## src/design/swsfr_pkg.sv

```systemverilog
// Shared types and constants of the sliding window sender.
// Used by the top level, its checker and the testbench; depends on no other file.
package swsfr_pkg;

  // Window size must be a power of two of at least 2: the slot is the low sequence bits.
  localparam int WINDOW    = 4;
  localparam int SEQ_BITS  = 8;
  localparam int DATA_BITS = 32;
  localparam int SLOT_BITS = (WINDOW > 1) ? $clog2(WINDOW) : 1;

  localparam logic [SEQ_BITS-1:0] WINDOW_SEQ = SEQ_BITS'(WINDOW);

  // Configuration port.
  localparam int CFG_IDX_BITS  = 1;
  localparam int CFG_DATA_BITS = 16;
  localparam logic [CFG_IDX_BITS-1:0] CFG_DUP_THRESHOLD = 1'd0;
  localparam logic [CFG_IDX_BITS-1:0] CFG_TIMEOUT_TICKS = 1'd1;

  localparam logic [3:0]  DUP_THRESHOLD_RESET = 4'd3;
  localparam logic [15:0] TIMEOUT_TICKS_RESET = 16'd1000;
  localparam logic [3:0]  DUP_MAX             = 4'hF;
  localparam logic [15:0] TIMER_MAX           = 16'hFFFF;

  // Operation codes of an input beat.
  localparam logic [1:0] OP_SEND = 2'd0;
  localparam logic [1:0] OP_ACK  = 2'd1;
  localparam logic [1:0] OP_TICK = 2'd2;

  typedef struct packed {
    logic [1:0]           op;
    logic [DATA_BITS-1:0] payload;
    logic [SEQ_BITS-1:0]  ack_number;
    logic                 ack_valid_sum;
  } in_beat_t;

  typedef struct packed {
    logic                 accepted;
    logic                 emit_valid;
    logic [SEQ_BITS-1:0]  emit_seq;
    logic [DATA_BITS-1:0] emit_data;
    logic                 is_resend;
    logic [SEQ_BITS-1:0]  window_base;
    logic [SEQ_BITS-1:0]  next_seq;
    logic                 window_full;
  } out_beat_t;

endpackage

```

## src/design/swsfr_ram.sv

```systemverilog
// Generic single-port-write, single-port-read RAM with a registered read.
// Depends on nothing; the read data holds while no read is issued.
module swsfr_ram #(
  parameter int WIDTH = 32,
  parameter int DEPTH = 4
) (
  input  logic                                      clk,
  input  logic                                      we,
  input  logic [((DEPTH > 1) ? $clog2(DEPTH) : 1)-1:0] waddr,
  input  logic [WIDTH-1:0]                          wdata,
  input  logic                                      re,
  input  logic [((DEPTH > 1) ? $clog2(DEPTH) : 1)-1:0] raddr,
  output logic [WIDTH-1:0]                          rdata
);

  logic [WIDTH-1:0] mem [DEPTH];

  // Write port and registered read port.
  always_ff @(posedge clk) begin
    if (we) begin
      mem[waddr] <= wdata;
    end
    if (re) begin
      rdata <= mem[raddr];
    end
  end

endmodule

```

## src/design/sliding_window_sender_fast_retransmit.sv

```systemverilog
// Go-back-N sender with fast retransmit.
// Depends on swsfr_pkg and swsfr_ram.
//
// Usage:
// - Input channel (in_valid, in_stall, in_data): one beat per event: a send, an
//   acknowledgement or a timer tick. Every accepted beat yields exactly one
//   result beat on the output channel (out_valid, out_stall, out_data).
// - Configuration (cfg_we, cfg_index, cfg_wdata): index 0 is the duplicate
//   threshold, index 1 the timeout in ticks. Write only while the block is idle.
// - Throughput: one beat per cycle while in_stall is low. Sequence state is
//   updated in the accept cycle, so back-to-back beats see each other's effects.
// - Path: the result of an accepted beat is registered in the read stage (slot RAM
//   read), then in the output buffer, which drives out_valid and out_data.
// - Stall: a two-entry output buffer sits behind the RAM read stage; in_stall
//   rises only when both buffer entries and the read stage hold results.
// - Reset: window base, next sequence, duplicate count and timer clear; the
//   threshold returns to 3 and the timeout to 1000. The slot RAM is not
//   cleared, so a slot must be sent before it can be resent.
module sliding_window_sender_fast_retransmit (
  input  logic                                   clk,
  input  logic                                   rst_n,
  input  logic                                   in_valid,
  output logic                                   in_stall,
  input  swsfr_pkg::in_beat_t                    in_data,
  output logic                                   out_valid,
  input  logic                                   out_stall,
  output swsfr_pkg::out_beat_t                   out_data,
  input  logic                                   cfg_we,
  input  logic [swsfr_pkg::CFG_IDX_BITS-1:0]     cfg_index,
  input  logic [swsfr_pkg::CFG_DATA_BITS-1:0]    cfg_wdata
);

  import swsfr_pkg::*;

  // Sender state.
  logic [SEQ_BITS-1:0] base_r, base_nxt;
  logic [SEQ_BITS-1:0] next_r, next_nxt;
  logic [3:0]          dup_r, dup_nxt;
  logic                run_r, run_nxt;
  logic [15:0]         cnt_r, cnt_nxt;
  logic [3:0]          dup_thr_r;
  logic [15:0]         timeout_r;

  // Event decode.
  logic                in_fire;
  logic                send_ok;
  logic                resend;
  logic [SEQ_BITS-1:0] succ;
  logic [3:0]          dup_inc;
  logic [15:0]         cnt_inc;
  out_beat_t           beat0;

  // Read stage and output buffer.
  logic                 p1_valid_r;
  out_beat_t            p1_beat_r;
  logic                 p1_resend_r;
  logic [DATA_BITS-1:0] ram_rdata;
  out_beat_t            p1_result;
  logic                 push;
  logic                 pop;
  out_beat_t            obuf_r [2];
  logic                 wr_ptr_r;
  logic                 rd_ptr_r;
  logic [1:0]           obuf_cnt_r;

  assign in_stall = p1_valid_r && (obuf_cnt_r == 2'd2);
  assign in_fire  = in_valid && !in_stall;

  assign succ    = in_data.ack_number + SEQ_BITS'(1);
  assign dup_inc = (dup_r == DUP_MAX) ? DUP_MAX : dup_r + 4'd1;
  assign cnt_inc = (cnt_r == TIMER_MAX) ? TIMER_MAX : cnt_r + 16'd1;

  // Next state and result fields of one event.
  always_comb begin
    base_nxt = base_r;
    next_nxt = next_r;
    dup_nxt  = dup_r;
    run_nxt  = run_r;
    cnt_nxt  = cnt_r;
    send_ok  = 1'b0;
    resend   = 1'b0;
    case (in_data.op)
      OP_SEND: begin
        if (SEQ_BITS'(base_r + WINDOW_SEQ) != next_r) begin
          send_ok  = 1'b1;
          next_nxt = next_r + SEQ_BITS'(1);
          if (base_r == next_r) begin
            run_nxt = 1'b1;
            cnt_nxt = 16'd0;
          end
        end
      end
      OP_ACK: begin
        if (in_data.ack_valid_sum) begin
          if (base_r != succ) begin
            // New acknowledgement: slide the window and rearm if data is left.
            dup_nxt  = 4'd0;
            base_nxt = succ;
            run_nxt  = (succ != next_r);
            cnt_nxt  = 16'd0;
          end else if (dup_inc >= dup_thr_r) begin
            resend  = 1'b1;
            run_nxt = 1'b1;
            cnt_nxt = 16'd0;
            dup_nxt = 4'd0;
          end else begin
            dup_nxt = dup_inc;
          end
        end
      end
      OP_TICK: begin
        if (run_r) begin
          if (cnt_inc >= timeout_r) begin
            resend  = 1'b1;
            cnt_nxt = 16'd0;
          end else begin
            cnt_nxt = cnt_inc;
          end
        end
      end
      default: begin
      end
    endcase

    beat0             = '0;
    beat0.accepted    = send_ok;
    beat0.emit_valid  = send_ok || resend;
    beat0.is_resend   = resend;
    beat0.window_base = base_nxt;
    beat0.next_seq    = next_nxt;
    beat0.window_full = (SEQ_BITS'(base_nxt + WINDOW_SEQ) == next_nxt);
    if (send_ok) begin
      beat0.emit_seq  = next_r;
      beat0.emit_data = in_data.payload;
    end else if (resend) begin
      beat0.emit_seq  = base_r;
    end
  end

  // Slot store: a send writes its slot, a retransmission reads the base slot.
  swsfr_ram #(
    .WIDTH (DATA_BITS),
    .DEPTH (WINDOW)
  ) u_slot_ram (
    .clk   (clk),
    .we    (in_fire && send_ok),
    .waddr (next_r[SLOT_BITS-1:0]),
    .wdata (in_data.payload),
    .re    (in_fire && resend),
    .raddr (base_r[SLOT_BITS-1:0]),
    .rdata (ram_rdata)
  );

  // Merge the RAM data into a retransmission result.
  always_comb begin
    p1_result = p1_beat_r;
    if (p1_resend_r) begin
      p1_result.emit_data = ram_rdata;
    end
  end

  assign out_valid = (obuf_cnt_r != 2'd0);
  assign out_data  = obuf_r[rd_ptr_r];
  assign pop       = out_valid && !out_stall;
  assign push      = p1_valid_r && ((obuf_cnt_r != 2'd2) || pop);

  // Control state and configuration registers.
  always_ff @(posedge clk) begin
    if (!rst_n) begin
      base_r     <= '0;
      next_r     <= '0;
      dup_r      <= '0;
      run_r      <= 1'b0;
      cnt_r      <= '0;
      dup_thr_r  <= DUP_THRESHOLD_RESET;
      timeout_r  <= TIMEOUT_TICKS_RESET;
      p1_valid_r <= 1'b0;
      wr_ptr_r   <= 1'b0;
      rd_ptr_r   <= 1'b0;
      obuf_cnt_r <= 2'd0;
    end else begin
      if (in_fire) begin
        base_r <= base_nxt;
        next_r <= next_nxt;
        dup_r  <= dup_nxt;
        run_r  <= run_nxt;
        cnt_r  <= cnt_nxt;
      end
      if (cfg_we) begin
        case (cfg_index)
          CFG_DUP_THRESHOLD: dup_thr_r <= cfg_wdata[3:0];
          CFG_TIMEOUT_TICKS: timeout_r <= cfg_wdata[15:0];
          default: begin
          end
        endcase
      end
      p1_valid_r <= in_fire || (p1_valid_r && !push);
      if (push) begin
        wr_ptr_r <= !wr_ptr_r;
      end
      if (pop) begin
        rd_ptr_r <= !rd_ptr_r;
      end
      obuf_cnt_r <= obuf_cnt_r + {1'b0, push} - {1'b0, pop};
    end
  end

  // Payload registers of the read stage and the output buffer.
  always_ff @(posedge clk) begin
    if (in_fire) begin
      p1_beat_r   <= beat0;
      p1_resend_r <= resend;
    end
    if (push) begin
      obuf_r[wr_ptr_r] <= p1_result;
    end
  end

endmodule

```

## config.mk

```make
export PLATFORM = sky130hd
export DESIGN_NAME = sliding_window_sender_fast_retransmit
export DESIGN_NICKNAME = d
export VERILOG_FILES = /design/src/design/swsfr_pkg.sv /design/src/design/swsfr_ram.sv /design/src/design/sliding_window_sender_fast_retransmit.sv
export SDC_FILE = /design/constraint.sdc
export NUM_CORES = 1
export LEC_CHECK = 0
export ABC_AREA = 1
export BUFFER_PORTS_ARGS = -buffer_cell sky130_fd_sc_hd__buf_2
export CORE_MARGIN = 2
export CORE_UTILIZATION = 65
export CTS_BUF_LIST = sky130_fd_sc_hd__clkbuf_16
export DETAILED_ROUTE_END_ITERATION = 6
export PLACE_DENSITY = 0.85
export SYNTH_ARGS = -nofsm -noshare
export SYNTH_HDL_FRONTEND = slang
export SYNTH_SLANG_ARGS = --single-unit
```

## constraint.sdc

```tcl
create_clock -name clk -period 8.5 [get_ports clk]
set_clock_uncertainty 0.05 [all_clocks]
set_input_delay 1.275 -clock clk [delete_from_list [all_inputs] [get_ports clk]]
set_output_delay 1.275 -clock clk [all_outputs]
set_load 0.03 [all_outputs]
```

==> impl_metrics.py, run 1 <==
metrics = {
    "setup_path": {
        "arrival_ps": 5020,
        "cp_max_fo": 32,
        "endpoint_kind": "flop",
        "cp.required_ps": 8590,
        "timing.rr.start": "cnt_r[0]$_SDFFE_PN0P_",
        "critPathKind": "reg2reg",
        "critPathSlowestCell": "nor2_4",
        "timing.rr.end": "u_slot_ram.rdata[4]$_DFFE_PP_",
        "cp_common_cell": "inv_1",
        "cp-start-kind": "flop",
        "cpPeakStageDelay_ps": 830,
        "rr_worst_depth": 21,
        "crit_chain": "ha_1 -> nand2_1 -> nor2_1 -> nand2_1 -> inv_1 -> nand4_1 -> inv_1 -> nor2_1 -> inv_1 -> ha_1 -> nand2_1 -> inv_1 -> nand3_1 -> nor3_1 -> nand2_1 -> nand3_1 -> nand3_1 -> inv_1 -> o21ai_0 -> buf_4 -> nor2_4",
        "crit_family": "simple AND/OR/NAND/NOR gates",
        "cp_num_buf_inv": 6,
        "regToRegSetupSlack_ps": 3580,
    },
    "clock_tree": {
        "postCtsSetupBuffers": 0,
        "cts.htree.levels": 2,
        "cts_tree": "yes",
        "clk_pin_slew_ps": 60,
        "post_cts_resized": 0,
        "cts_buffers": 40,
        "cts_sinks": 403,
        "clockBufferDepth": 3,
        "clk_latency_ps": 530,
        "cts_root_buf": "clkbuf_16",
        "cts_hold_buf": 0,
    },
    "timing": {
        "tightest_slew_ps": 1200,
        "hold_viol_final": 0,
        "slew_viol_final": 0,
        "fmax_mhz": 203,
        "setup_tns_ps": 0,
        "fin_ws_ps": 3580,
        "final-setup-viol-count": 0,
        "slew_headroom_pct": 19.8,
        "rsz0062_at_grt": "no",
        "fin_crit_sh_pct": 57.9,
        "period_minus_slack_ps": 4920,
    },
    "routing": {
        "drc": 0,
        "firstDrtPassIters": 6,
        "vias_per_cell": 5.84,
        "vias": 11800,
        "initialDrtViolationCount": 968,
        "routed_wl_um": 37800,
        "wl_per_cell_um": 18.7,
        "antenna_left": 0,
    },
    "logic_synthesis": {
        "synth-async-reset-ratio_pct": 0,
        "ys_ff_latch": 403,
        "avgSynthCellArea_um2": 11.5,
        "netlist_area_um2": 17800,
        "ys.flop_type": "edfxtp_1",
        "synth_warnings": 0,
        "synth_cell_type_count": 46,
        "synthesis.nets": 1645,
        "netlist_instances": 1545,
        "synth_enable_flop_cells": 340,
        "yosysSeqAreaShare_pct": 64.5,
    },
    "run_status": {
        "status": "complete, no violations",
    },
    "power_and_ir_drop": {
        "power.total_mw": 4.77,
        "p_leak_nw": 7.74,
        "pwr_density_cell_nw_per_um2": 239,
        "irDropWorstVdd_v": 0.000209,
    },
    "final_layout": {
        "final_nets": 1751,
        "stdcell_count": 2025,
        "finalInstanceArea_um2": 20000,
        "area_growth_pct": 12.3,
        "layout_commonest_cell": "edfxtp_1",
        "mostFrequentLayoutCells": "340 x edfxtp_1, 193 x nand2_1, 153 x nor2_1",
        "drive_gt1_share_pct": 21.5,
    },
    "global_routing": {
        "grt_pass1_wl_um": 59600,
        "grt_max_degree": 86,
        "antenna_found_initial": 2,
        "grtUsageTotal_pct": 26.7,
        "grt_pass1_vias": 11700,
        "overflow": 0,
    },
    "place": {
        "dp_slack_ps": 3670,
        "io_buffers": 126,
        "dp_cells": 1950,
        "place_hpwl_um": 23600,
        "gp_congestion": 0.949,
        "placed_area_um2": 18700,
    },
    "floorplanning": {
        "die_width_um": 169,
        "num_rows": 60,
        "coreArea_um2": 27000,
        "start_util_pct": 66.0,
        "fp.dieH_um": 169,
        "ios": 127,
        "die-area_um2": 28700,
    },
    "job": {
        "drv_cap": 0,
    },
    "min_path": {
        "hold_class": "reg2reg",
        "hold-path-endpoint": "obuf_r[1][55]$_DFFE_PP_",
        "min_path_cells": 0,
        "hold_path.startpoint": "p1_beat_r[55]$_DFFE_PP_",
    },
}
[flip-flops by register name, indices dropped and copies added (netlist names), 2 cells and up, named ones only]
| signal | flops |
|---|---|
| base_r | 8 |
| cnt_r | 16 |
| dup_r | 4 |
| dup_thr_r | 4 |
| next_r | 8 |
| obuf_cnt_r | 2 |
| obuf_r | 120 |
| p1_beat_r | 59 |
| timeout_r | 16 |
| u_slot_ram.mem | 128 |
| u_slot_ram.rdata | 32 |
[layout make-up]
| cell class | count | area, µm² |
|---|---|---|
| clock buffers | 41 | 1030 |
| repair buffers | 135 | 698 |
| fillers | 1693 | 6960 |
| multi-input cells | 909 | 5450 |
| flip-flops and latches | 403 | 11500 |
| inverters | 162 | 613 |
| clock inverters | 33 | 302 |
| diodes | 1 | 2.50 |
| well taps | 341 | 427 |
[worst reg2reg max path, stage by stage, from the launching register on]
cell and delay (ps):
dfxtp_1 400, ha_1 230, nand2_1 110, nor2_1 210
nand2_1 100, inv_1 80, nand4_1 430, inv_1 280
nor2_1 90, inv_1 60, ha_1 130, nand2_1 70
inv_1 50, nand3_1 80, nor3_1 240, nand2_1 300
nand3_1 330, nand3_1 110, inv_1 60, o21ai_0 80
buf_4 190, nor2_4 830
[how the worst max path moves through the flow]
stage / from / cells past startpoint / to
6_report: cnt_r[0]$_SDFFE_PN0P_ / 21 / u_slot_ram.rdata[4]$_DFFE_PP_
5_1_grt: cnt_r[0]$_SDFFE_PN0P_ / 21 / u_slot_ram.rdata[1]$_DFFE_PP_
4_1_cts: cnt_r[0]$_SDFFE_PN0P_ / 21 / u_slot_ram.rdata[25]$_DFFE_PP_
3_5_place_dp: cnt_r[0]$_SDFFE_PN0P_ / 21 / u_slot_ram.rdata[22]$_DFFE_PP_
3_3_place_gp: cnt_r[0]$_SDFFE_PN0P_ / 21 / u_slot_ram.rdata[10]$_DFFE_PP_
2_1_floorplan: out_stall / 3 / obuf_r[1][0]$_DFFE_PP_
[where the power goes]
group / internal, mW / switching (mW)
logic: 0.227 / 0.475
clock network: 1.03 / 0.725
registers: 2.26 / 0.0486
[routing by layer]
metal	global-route usage, %	share of wire, %	vias to the layer above
met3	4.97	8.1	72
met5	0	0.037	-
met4	10.8	2.8	2
li1	-	-	5637
met1	34.5	40	5592
met2	45.1	49	519
[stage by stage]
stage	util [%]	hold WS (ps)
2_1_floorplan	-	371
6_report	74.2	393
5_1_grt	74.2	410
3_3_place_gp	69.2	373
3_5_place_dp	69.2	380
4_1_cts	74.2	393
[cell usage after synthesis (19+ instances only)]
cell	instances	area, µm²
buf_2	19	95.1
nor3_1	19	95.1
nor2_1	160	601
edfxtp_1	340	10200
dfxtp_1	63	1260
nand2_1	193	724
nand2_2	19	119
xor2_1	19	166
o22ai_1	34	213
nand4_1	42	263
o21ai_0	125	626
mux2_2	92	1040
ha_1	35	438
inv_1	147	552
nand3_1	51	255
a21oi_1	66	330
clkbuf_1	37	139
[cell families (layout without fill, tap and decap cells)]
group | after synthesis | count (layout) | share of synthesized area, %
fa+ha+maj | 35 | 35 | 2.46
other cells | 0 | 1 | 0
xor+xnor | 22 | 22 | 1.16
simple gates | 505 | 505 | 12.9
buf+inv | 233 | 371 | 5.20
compound gates | 254 | 254 | 7.95
flops | 403 | 403 | 64.5
mux | 93 | 93 | 5.88
(Power assumes the default switching activity.)
==> inputs of run 2 (changes only) <==
--- a/config.mk
+++ b/config.mk
@@ -5,13 +5,13 @@
 export SDC_FILE = /design/constraint.sdc
 export NUM_CORES = 1
 export LEC_CHECK = 0
-export ABC_AREA = 1
+export ABC_AREA = 0
 export BUFFER_PORTS_ARGS = -buffer_cell sky130_fd_sc_hd__buf_2
 export CORE_MARGIN = 2
-export CORE_UTILIZATION = 65
+export CORE_UTILIZATION = 54
 export CTS_BUF_LIST = sky130_fd_sc_hd__clkbuf_16
 export DETAILED_ROUTE_END_ITERATION = 6
-export PLACE_DENSITY = 0.85
+export PLACE_DENSITY = 0.76
 export SYNTH_ARGS = -nofsm -noshare
 export SYNTH_HDL_FRONTEND = slang
 export SYNTH_SLANG_ARGS = --single-unit
==> constraint.sdc (replaced) <==
create_clock -name clk -period 4 [get_ports clk]
set_clock_uncertainty 0.05 [all_clocks]
set_input_delay 0.6 -clock clk [delete_from_list [all_inputs] [get_ports clk]]
set_output_delay 0.6 -clock clk [all_outputs]
set_load 0.03 [all_outputs]
==> run 2 against run 1 <==
Final cell count shrank 14%. Via count fell by 18%. Area after synthesis down 3.0%. Critical endpoint is now u_slot_ram.rdata[6]$_DFFE_PP_. Clock power up 110%. Critical path type unchanged. Wire length is 10% lower.
==> impl_metrics.py, run 2 <==
metrics = {
    "run_status": {
        "status": "complete, no violations",
    },
    "logic_synthesis": {
        "ys_ff_latch": 403,
        "ys_top_cells_by_area": "edfxtp_1 59%, dfxtp_1 7.3%, mux2_2 6.1%",
        "synth-async-reset-ratio_pct": 0,
        "synth_warnings": 0,
        "netlist_area_um2": 17300,
        "synth_cell_type_count": 81,
        "netlist_top_cells_count": "340 x edfxtp_1, 94 x mux2_2, 93 x nand2_1",
        "synth_enable_flop_cells": 340,
        "avgSynthCellArea_um2": 14.9,
        "synth_top_area_share_pct": 59.1,
        "yosysSeqAreaShare_pct": 66.4,
        "synth_most_common_cell": "edfxtp_1",
        "synthesis.nets": 1258,
        "netlist_instances": 1158,
        "synth_top_area_cell": "edfxtp_1",
        "ys.flop_type": "edfxtp_1",
    },
    "clock_tree": {
        "clk_latency_ps": 540,
        "cts_tree": "yes",
        "clk_pin_slew_ps": 60,
        "cts.htree.levels": 2,
        "clockBufferDepth": 3,
        "cts_buffers": 42,
        "cts_root_buf": "clkbuf_16",
        "cts_sinks": 403,
    },
    "power_and_ir_drop": {
        "pwr_density_cell_nw_per_um2": 494,
        "irDropWorstVdd_v": 0.000295,
        "p_leak_nw": 7.28,
    },
    "setup_path": {
        "endpoint_kind": "flop",
        "arrival_ps": 4070,
        "timing.rr.start": "cnt_r[2]$_SDFFE_PN0P_",
        "regToRegSetupSlack_ps": 110,
        "critPathSlowestCell": "or4_4",
        "cp.required_ps": 4180,
        "cpPeakStageDelay_ps": 540,
        "timing.rr.end": "u_slot_ram.rdata[6]$_DFFE_PP_",
        "critPathKind": "reg2reg",
        "rr_worst_depth": 15,
        "cp-start-kind": "flop",
        "cp_max_fo": 17,
        "crit_chain": "and3_4 -> nand3_2 -> or3_4 -> or4_4 -> or2_1 -> nor2_1 -> nand3b_1 -> o21a_1 -> ha_1 -> nor2_1 -> nor2_4 -> nand4_1 -> o31ai_4 -> and3_4 -> buf_12",
    },
    "final_layout": {
        "final_nets": 1404,
        "largest_reg_flops": 128,
        "drive_gt1_share_pct": 30.5,
        "area_growth_pct": 15.2,
        "layout_commonest_cell": "edfxtp_1",
        "reg_top3": "u_slot_ram.mem x128, obuf_r x120, p1_beat_r x59",
        "regArea_um2": 11500,
        "stdcell_count": 1737,
        "mostFrequentLayoutCells": "340 x edfxtp_1, 127 x buf_2, 94 x mux2_2",
        "nFillCells": 2305,
        "multi_input_area_um2": 5500,
        "top_register": "u_slot_ram.mem",
    },
    "floorplanning": {
        "start_util_pct": 54.7,
        "die_width_um": 183,
        "coreArea_um2": 31600,
        "die-area_um2": 33400,
        "fp.dieH_um": 183,
        "ios": 127,
        "num_rows": 65,
    },
    "global_routing": {
        "overflow": 0,
        "grt_max_degree": 62,
        "grt_pass1_vias": 9942,
        "grtUsageTotal_pct": 20.5,
        "antenna_found_initial": 3,
        "grt_pass1_wl_um": 53600,
    },
    "routing": {
        "antenna_left": 0,
        "wl_per_cell_um": 19.5,
        "routed_wl_um": 33900,
        "initialDrtViolationCount": 795,
        "vias": 9687,
        "wl_met2_um": 17000,
        "route.met3.wl_um": 1690,
        "wl_met1_um": 14600,
        "firstDrtPassIters": 6,
        "vias_per_cell": 5.58,
        "top_layer": "met5",
        "drc": 0,
    },
    "timing": {
        "setup_tns_ps": 0,
        "hold_viol_final": 0,
        "period_minus_slack_ps": 3890,
        "fin_crit_sh_pct": 97.2,
        "final-setup-viol-count": 0,
        "rsz0062_at_grt": "yes",
        "slew_headroom_pct": 29.4,
        "slew_viol_final": 0,
        "tightest_slew_ps": 1060,
        "fmax_mhz": 257,
    },
    "min_path": {
        "hold_class": "in2reg",
        "min_path_cells": 1,
        "hold-path-endpoint": "u_slot_ram.mem[2][28]$_DFFE_PP_",
        "hold_path.startpoint": "in_data[37]",
    },
    "job": {
        "drv_cap": 0,
    },
    "place": {
        "place_hpwl_um": 21300,
        "gp_congestion": 0.830,
        "dp_cells": 1658,
        "io_buffers": 126,
    },
}
## run 2: cell types whose count changed in the layout (fill, tap and decap cells not counted), moves of 18 or more
cell,delta
nand2_2,-18
o22ai_1,-33
nor2_1,-120
a21oi_1,-45
inv_1,-97
nand3_1,-32
xnor2_1,+37
nand4_1,-29
and2_1,+49
nand2_1,-101
o21ai_0,-102
mux4_2,+32
## run 2: area by class of cell
type                    count  area share [%]
well taps                 402            2.53
diodes                      1          0.0126
clock inverters            32            1.29
inverters                  46           0.874
clock buffers              42            5.28
multi-input cells         653            27.7
flip-flops and latches    403            57.8
repair buffers            158            4.59
## run 2: worst max path at each step
stage / slack [ps] / end / cells after the start / start
after CTS: 5 / p1_beat_r[53]$_DFFE_PP_ / 22 / cnt_r[0]$_SDFFE_PN0P_
after detailed placement: 20 / p1_beat_r[53]$_DFFE_PP_ / 21 / cnt_r[0]$_SDFFE_PN0P_
final: 110 / u_slot_ram.rdata[6]$_DFFE_PP_ / 15 / cnt_r[2]$_SDFFE_PN0P_
after floorplan: 10 / u_slot_ram.rdata[0]$_DFFE_PP_ / 22 / cnt_r[0]$_SDFFE_PN0P_
after global placement: 80 / p1_beat_r[53]$_DFFE_PP_ / 21 / cnt_r[0]$_SDFFE_PN0P_
after global routing: -70 / p1_beat_r[53]$_DFFE_PP_ / 22 / cnt_r[0]$_SDFFE_PN0P_
## run 2: layer usage
metal  GRT usage (%)  vias up
met5               0        -
met4            5.18        4
met3            3.51       53
met2            35.8      248
met1            27.0     4784
li1                -     4598
## run 2: cell families after synthesis
kind of cell / synth area share [%]
muxes: 10.9
AOI/OAI and AO/OA: 5.65
adders and majority gates: 2.54
DFF: 66.4
xor gates and xnor gates: 3.28
and+or+nand+nor: 8.65
buffers and inverters: 2.57
## run 2: per-stage QoR
step                setup WS (ps)  hold slack [ps]  power [mW]  instance area (µm²)  utilization [%]
floorplan                    10.4              371        5.87                17300                -
global placement             83.3              374        6.22                18500             58.5
detailed placement           18.4              381        6.26                18500             58.5
CTS                          5.07              222        9.91                19800             62.7
global route                -66.2              229        10.2                19900             63.0
finish                        112              243        9.83                19900             63.0
## run 2: power breakdown
part	internal, mW	switching (mW)	total [mW]
Combinational	0.489	0.818	1.31
Clock	2.12	1.55	3.67
Sequential	4.76	0.0964	4.86
## run 2: critical path, delay by kind of cell (launching register included)
kind	cells	cell delay, ps
AOI/OAI and AO/OA	2	260
adders and majority gates	1	270
buffers and inverters	1	170
DFF	1	370
and+or+nand+nor	11	2480
## run 2: timing repair
action,4_1_cts,5_1_grt
pin swaps,0,16
gates resized for setup,1,20
setup endpoints to repair,1,57
hold endpoints to repair,0,0
setup buffers,0,3
cloned,0,1
hold buffers,0,0
==> inputs of run 3 (changes only) <==
==> constraint.sdc (replaced) <==
create_clock -name clk -period 4 [get_ports clk]
set_clock_uncertainty 0.05 [all_clocks]
set_input_delay 0.4 -clock clk [delete_from_list [all_inputs] [get_ports clk]]
set_output_delay 0.4 -clock clk [all_outputs]
set_load 0.03 [all_outputs]
==> run 3 against run 2 <==
The run now ends with design-rule violations left. Sequential share of layout area fell by 0.34 points. Worst hold slack lost 200 ps. Combinational power barely moved. Setup slack got worse by 43 ps. Maximum frequency is 1.1% lower. Clock power shrank 2%. Critical path type unchanged. Via count up 1.7%. Utilization increased by 0.36 points. Total power decreased by 0.78%. Sequential power barely moved. First-iteration DRC count decreased by 3.0%.
==> impl_metrics.py, run 3 (same netlist as run 2, synthesis figures left out) <==
metrics = {
    "setup_path": {
        "cpPeakStageDelay_ps": 370,
        "endpoint_kind": "flop",
        "arrival_ps": 4170,
        "critPathSlowestCell": "dfxtp_4",
        "cp.required_ps": 4240,
        "cp_max_fo": 11,
        "cp_common_cell": "a21o_1",
        "crit_chain": "ha_4 -> and3_4 -> and3_4 -> nand3_4 -> nor2_4 -> nand2_2 -> nor2_4 -> nand4_1 -> buf_6 -> nand2b_1 -> ha_1 -> a21o_1 -> a21o_1 -> a21o_1 -> a21o_1 -> a211oi_2 -> o21ai_2 -> nand4_1 -> o31ai_4 -> buf_6 -> a32o_1",
        "critPathKind": "reg2reg",
        "cp-start-kind": "flop",
    },
    "timing": {
        "slew_headroom_pct": 31.6,
        "slew_viol_final": 0,
        "period_minus_slack_ps": 3930,
        "tightest_slew_ps": 1030,
        "worst_hold_slack_ps": 38.9,
        "hold_viol_final": 0,
        "rsz0062_at_grt": "yes",
        "fmax_mhz": 254,
        "fin_crit_sh_pct": 98.3,
        "final-setup-viol-count": 0,
    },
    "routing": {
        "drc": 5,
        "vias_per_cell": 5.60,
        "wl_per_cell_um": 19.6,
        "antenna_left": 0,
        "vias": 9854,
        "routed_wl_um": 34500,
        "initialDrtViolationCount": 771,
        "firstDrtPassIters": 7,
    },
    "floorplanning": {
        "die_width_um": 183,
        "die-area_um2": 33400,
        "start_util_pct": 54.7,
        "fp.dieH_um": 183,
        "ios": 127,
        "coreArea_um2": 31600,
        "num_rows": 65,
    },
    "clock_tree": {
        "cts_tree": "yes",
        "cts_buffers": 41,
        "clk_latency_ps": 530,
        "cts.htree.levels": 2,
        "clockBufferDepth": 3,
        "cts_sinks": 403,
        "clk_pin_slew_ps": 60,
        "cts_hold_buf": 0,
        "cts_root_buf": "clkbuf_16",
    },
    "run_status": {
        "status": "finished with violations",
        "violations": "design-rule violations",
    },
    "final_layout": {
        "top_register": "u_slot_ram.mem",
        "area_growth_pct": 15.9,
        "layout_commonest_cell": "edfxtp_1",
        "largest_reg_flops": 128,
        "drive_gt1_share_pct": 31.1,
        "finalInstanceArea_um2": 20000,
        "reg_top3": "u_slot_ram.mem x128, obuf_r x120, p1_beat_r x59",
        "final_nets": 1422,
        "mostFrequentLayoutCells": "340 x edfxtp_1, 128 x buf_2, 94 x mux2_2",
    },
    "power_and_ir_drop": {
        "irDropWorstVdd_v": 0.000262,
        "p_leak_nw": 7.35,
        "pwr_density_cell_nw_per_um2": 488,
    },
    "global_routing": {
        "grt_pass1_wl_um": 53400,
        "grtUsageTotal_pct": 20.6,
        "grt_max_degree": 55,
        "antenna_found_initial": 4,
        "grt_pass1_vias": 9899,
        "overflow": 0,
    },
    "job": {
        "drv_cap": 0,
    },
    "place": {
        "placed_area_um2": 18500,
        "place_hpwl_um": 21700,
        "gp_congestion": 0.886,
        "io_buffers": 126,
    },
    "min_path": {
        "hold_class": "in2reg",
    },
}
run 3: what timing repair did:
item | 4_1_cts | 5_1_grt
setup buffers | 1 | 4
pin swaps | 4 | 17
gates cloned | 2 | 2
resized for setup | 6 | 11
setup endpoints to repair | 36 | 54
run 3: layout make-up:
type / instances / area (µm²)
multi-input combinational: 655 / 5500
antenna: 4 / 10.0
tap: 402 / 503
sequential: 403 / 11500
inverter: 46 / 174
timing repair buffer: 175 / 1040
clock inverter: 33 / 234
fill: 2270 / 11600
clock buffer: 42 / 1050
run 3: through the flow:
| stage | util (%) | setup slack (ps) | instances | total power [mW] | TNS (ps) |
|---|---|---|---|---|---|
| after floorplan | - | 9.73 | 1158 | 5.87 | 0 |
| after CTS | 63.0 | 8.28 | 1750 | 9.83 | 0 |
| after global placement | 58.8 | -18.0 | 1672 | 6.24 | -499 |
| after global routing | 63.4 | -107 | 1759 | 10.1 | -1390 |
| final | 63.4 | 69.2 | 1760 | 9.76 | 0 |
| after detailed placement | 58.8 | -55.3 | 1672 | 6.27 | -1710 |
run 3: path summary, 6_finish.rpt:
kind	end	slack [ps]	depth (start not counted)	start
max	p1_beat_r[53]$_DFFE_PP_	70	21	cnt_r[1]$_SDFFE_PN0P_
min	timeout_r[6]$_SDFFE_PN1P_	40	3	cfg_wdata[6]
max reg2reg	p1_beat_r[53]$_DFFE_PP_	70	21	cnt_r[1]$_SDFFE_PN0P_
min reg2reg	obuf_r[0][12]$_DFFE_PP_	390	0	p1_beat_r[12]$_DFFE_PP_
run 3: report_power, final:
part | leakage, nW | switching, mW | total, mW | internal (mW)
registers | 3.69 | 0.0940 | 4.86 | 4.76
logic | 3.00 | 0.824 | 1.32 | 0.494
clock network | 0.666 | 1.54 | 3.58 | 2.05
total | 7.35 | 2.45 | 9.76 | 7.30
run 3: routing by layer:
layer,wire length [µm],up-vias,GRT usage (%)
li1,-,4629,-
met1,14900,4909,26.9
met2,17200,261,35.6
met3,1600,55,3.22
met4,748,0,6.66
met5,0,-,0
run 3: worst max-delay path, delay by kind of cell, from the launching register on:
family	cells	cell delay (ps)
compound gates	8	1390
simple gates	9	1120
flops	1	370
fa+ha+maj	2	370
buf+inv	2	370
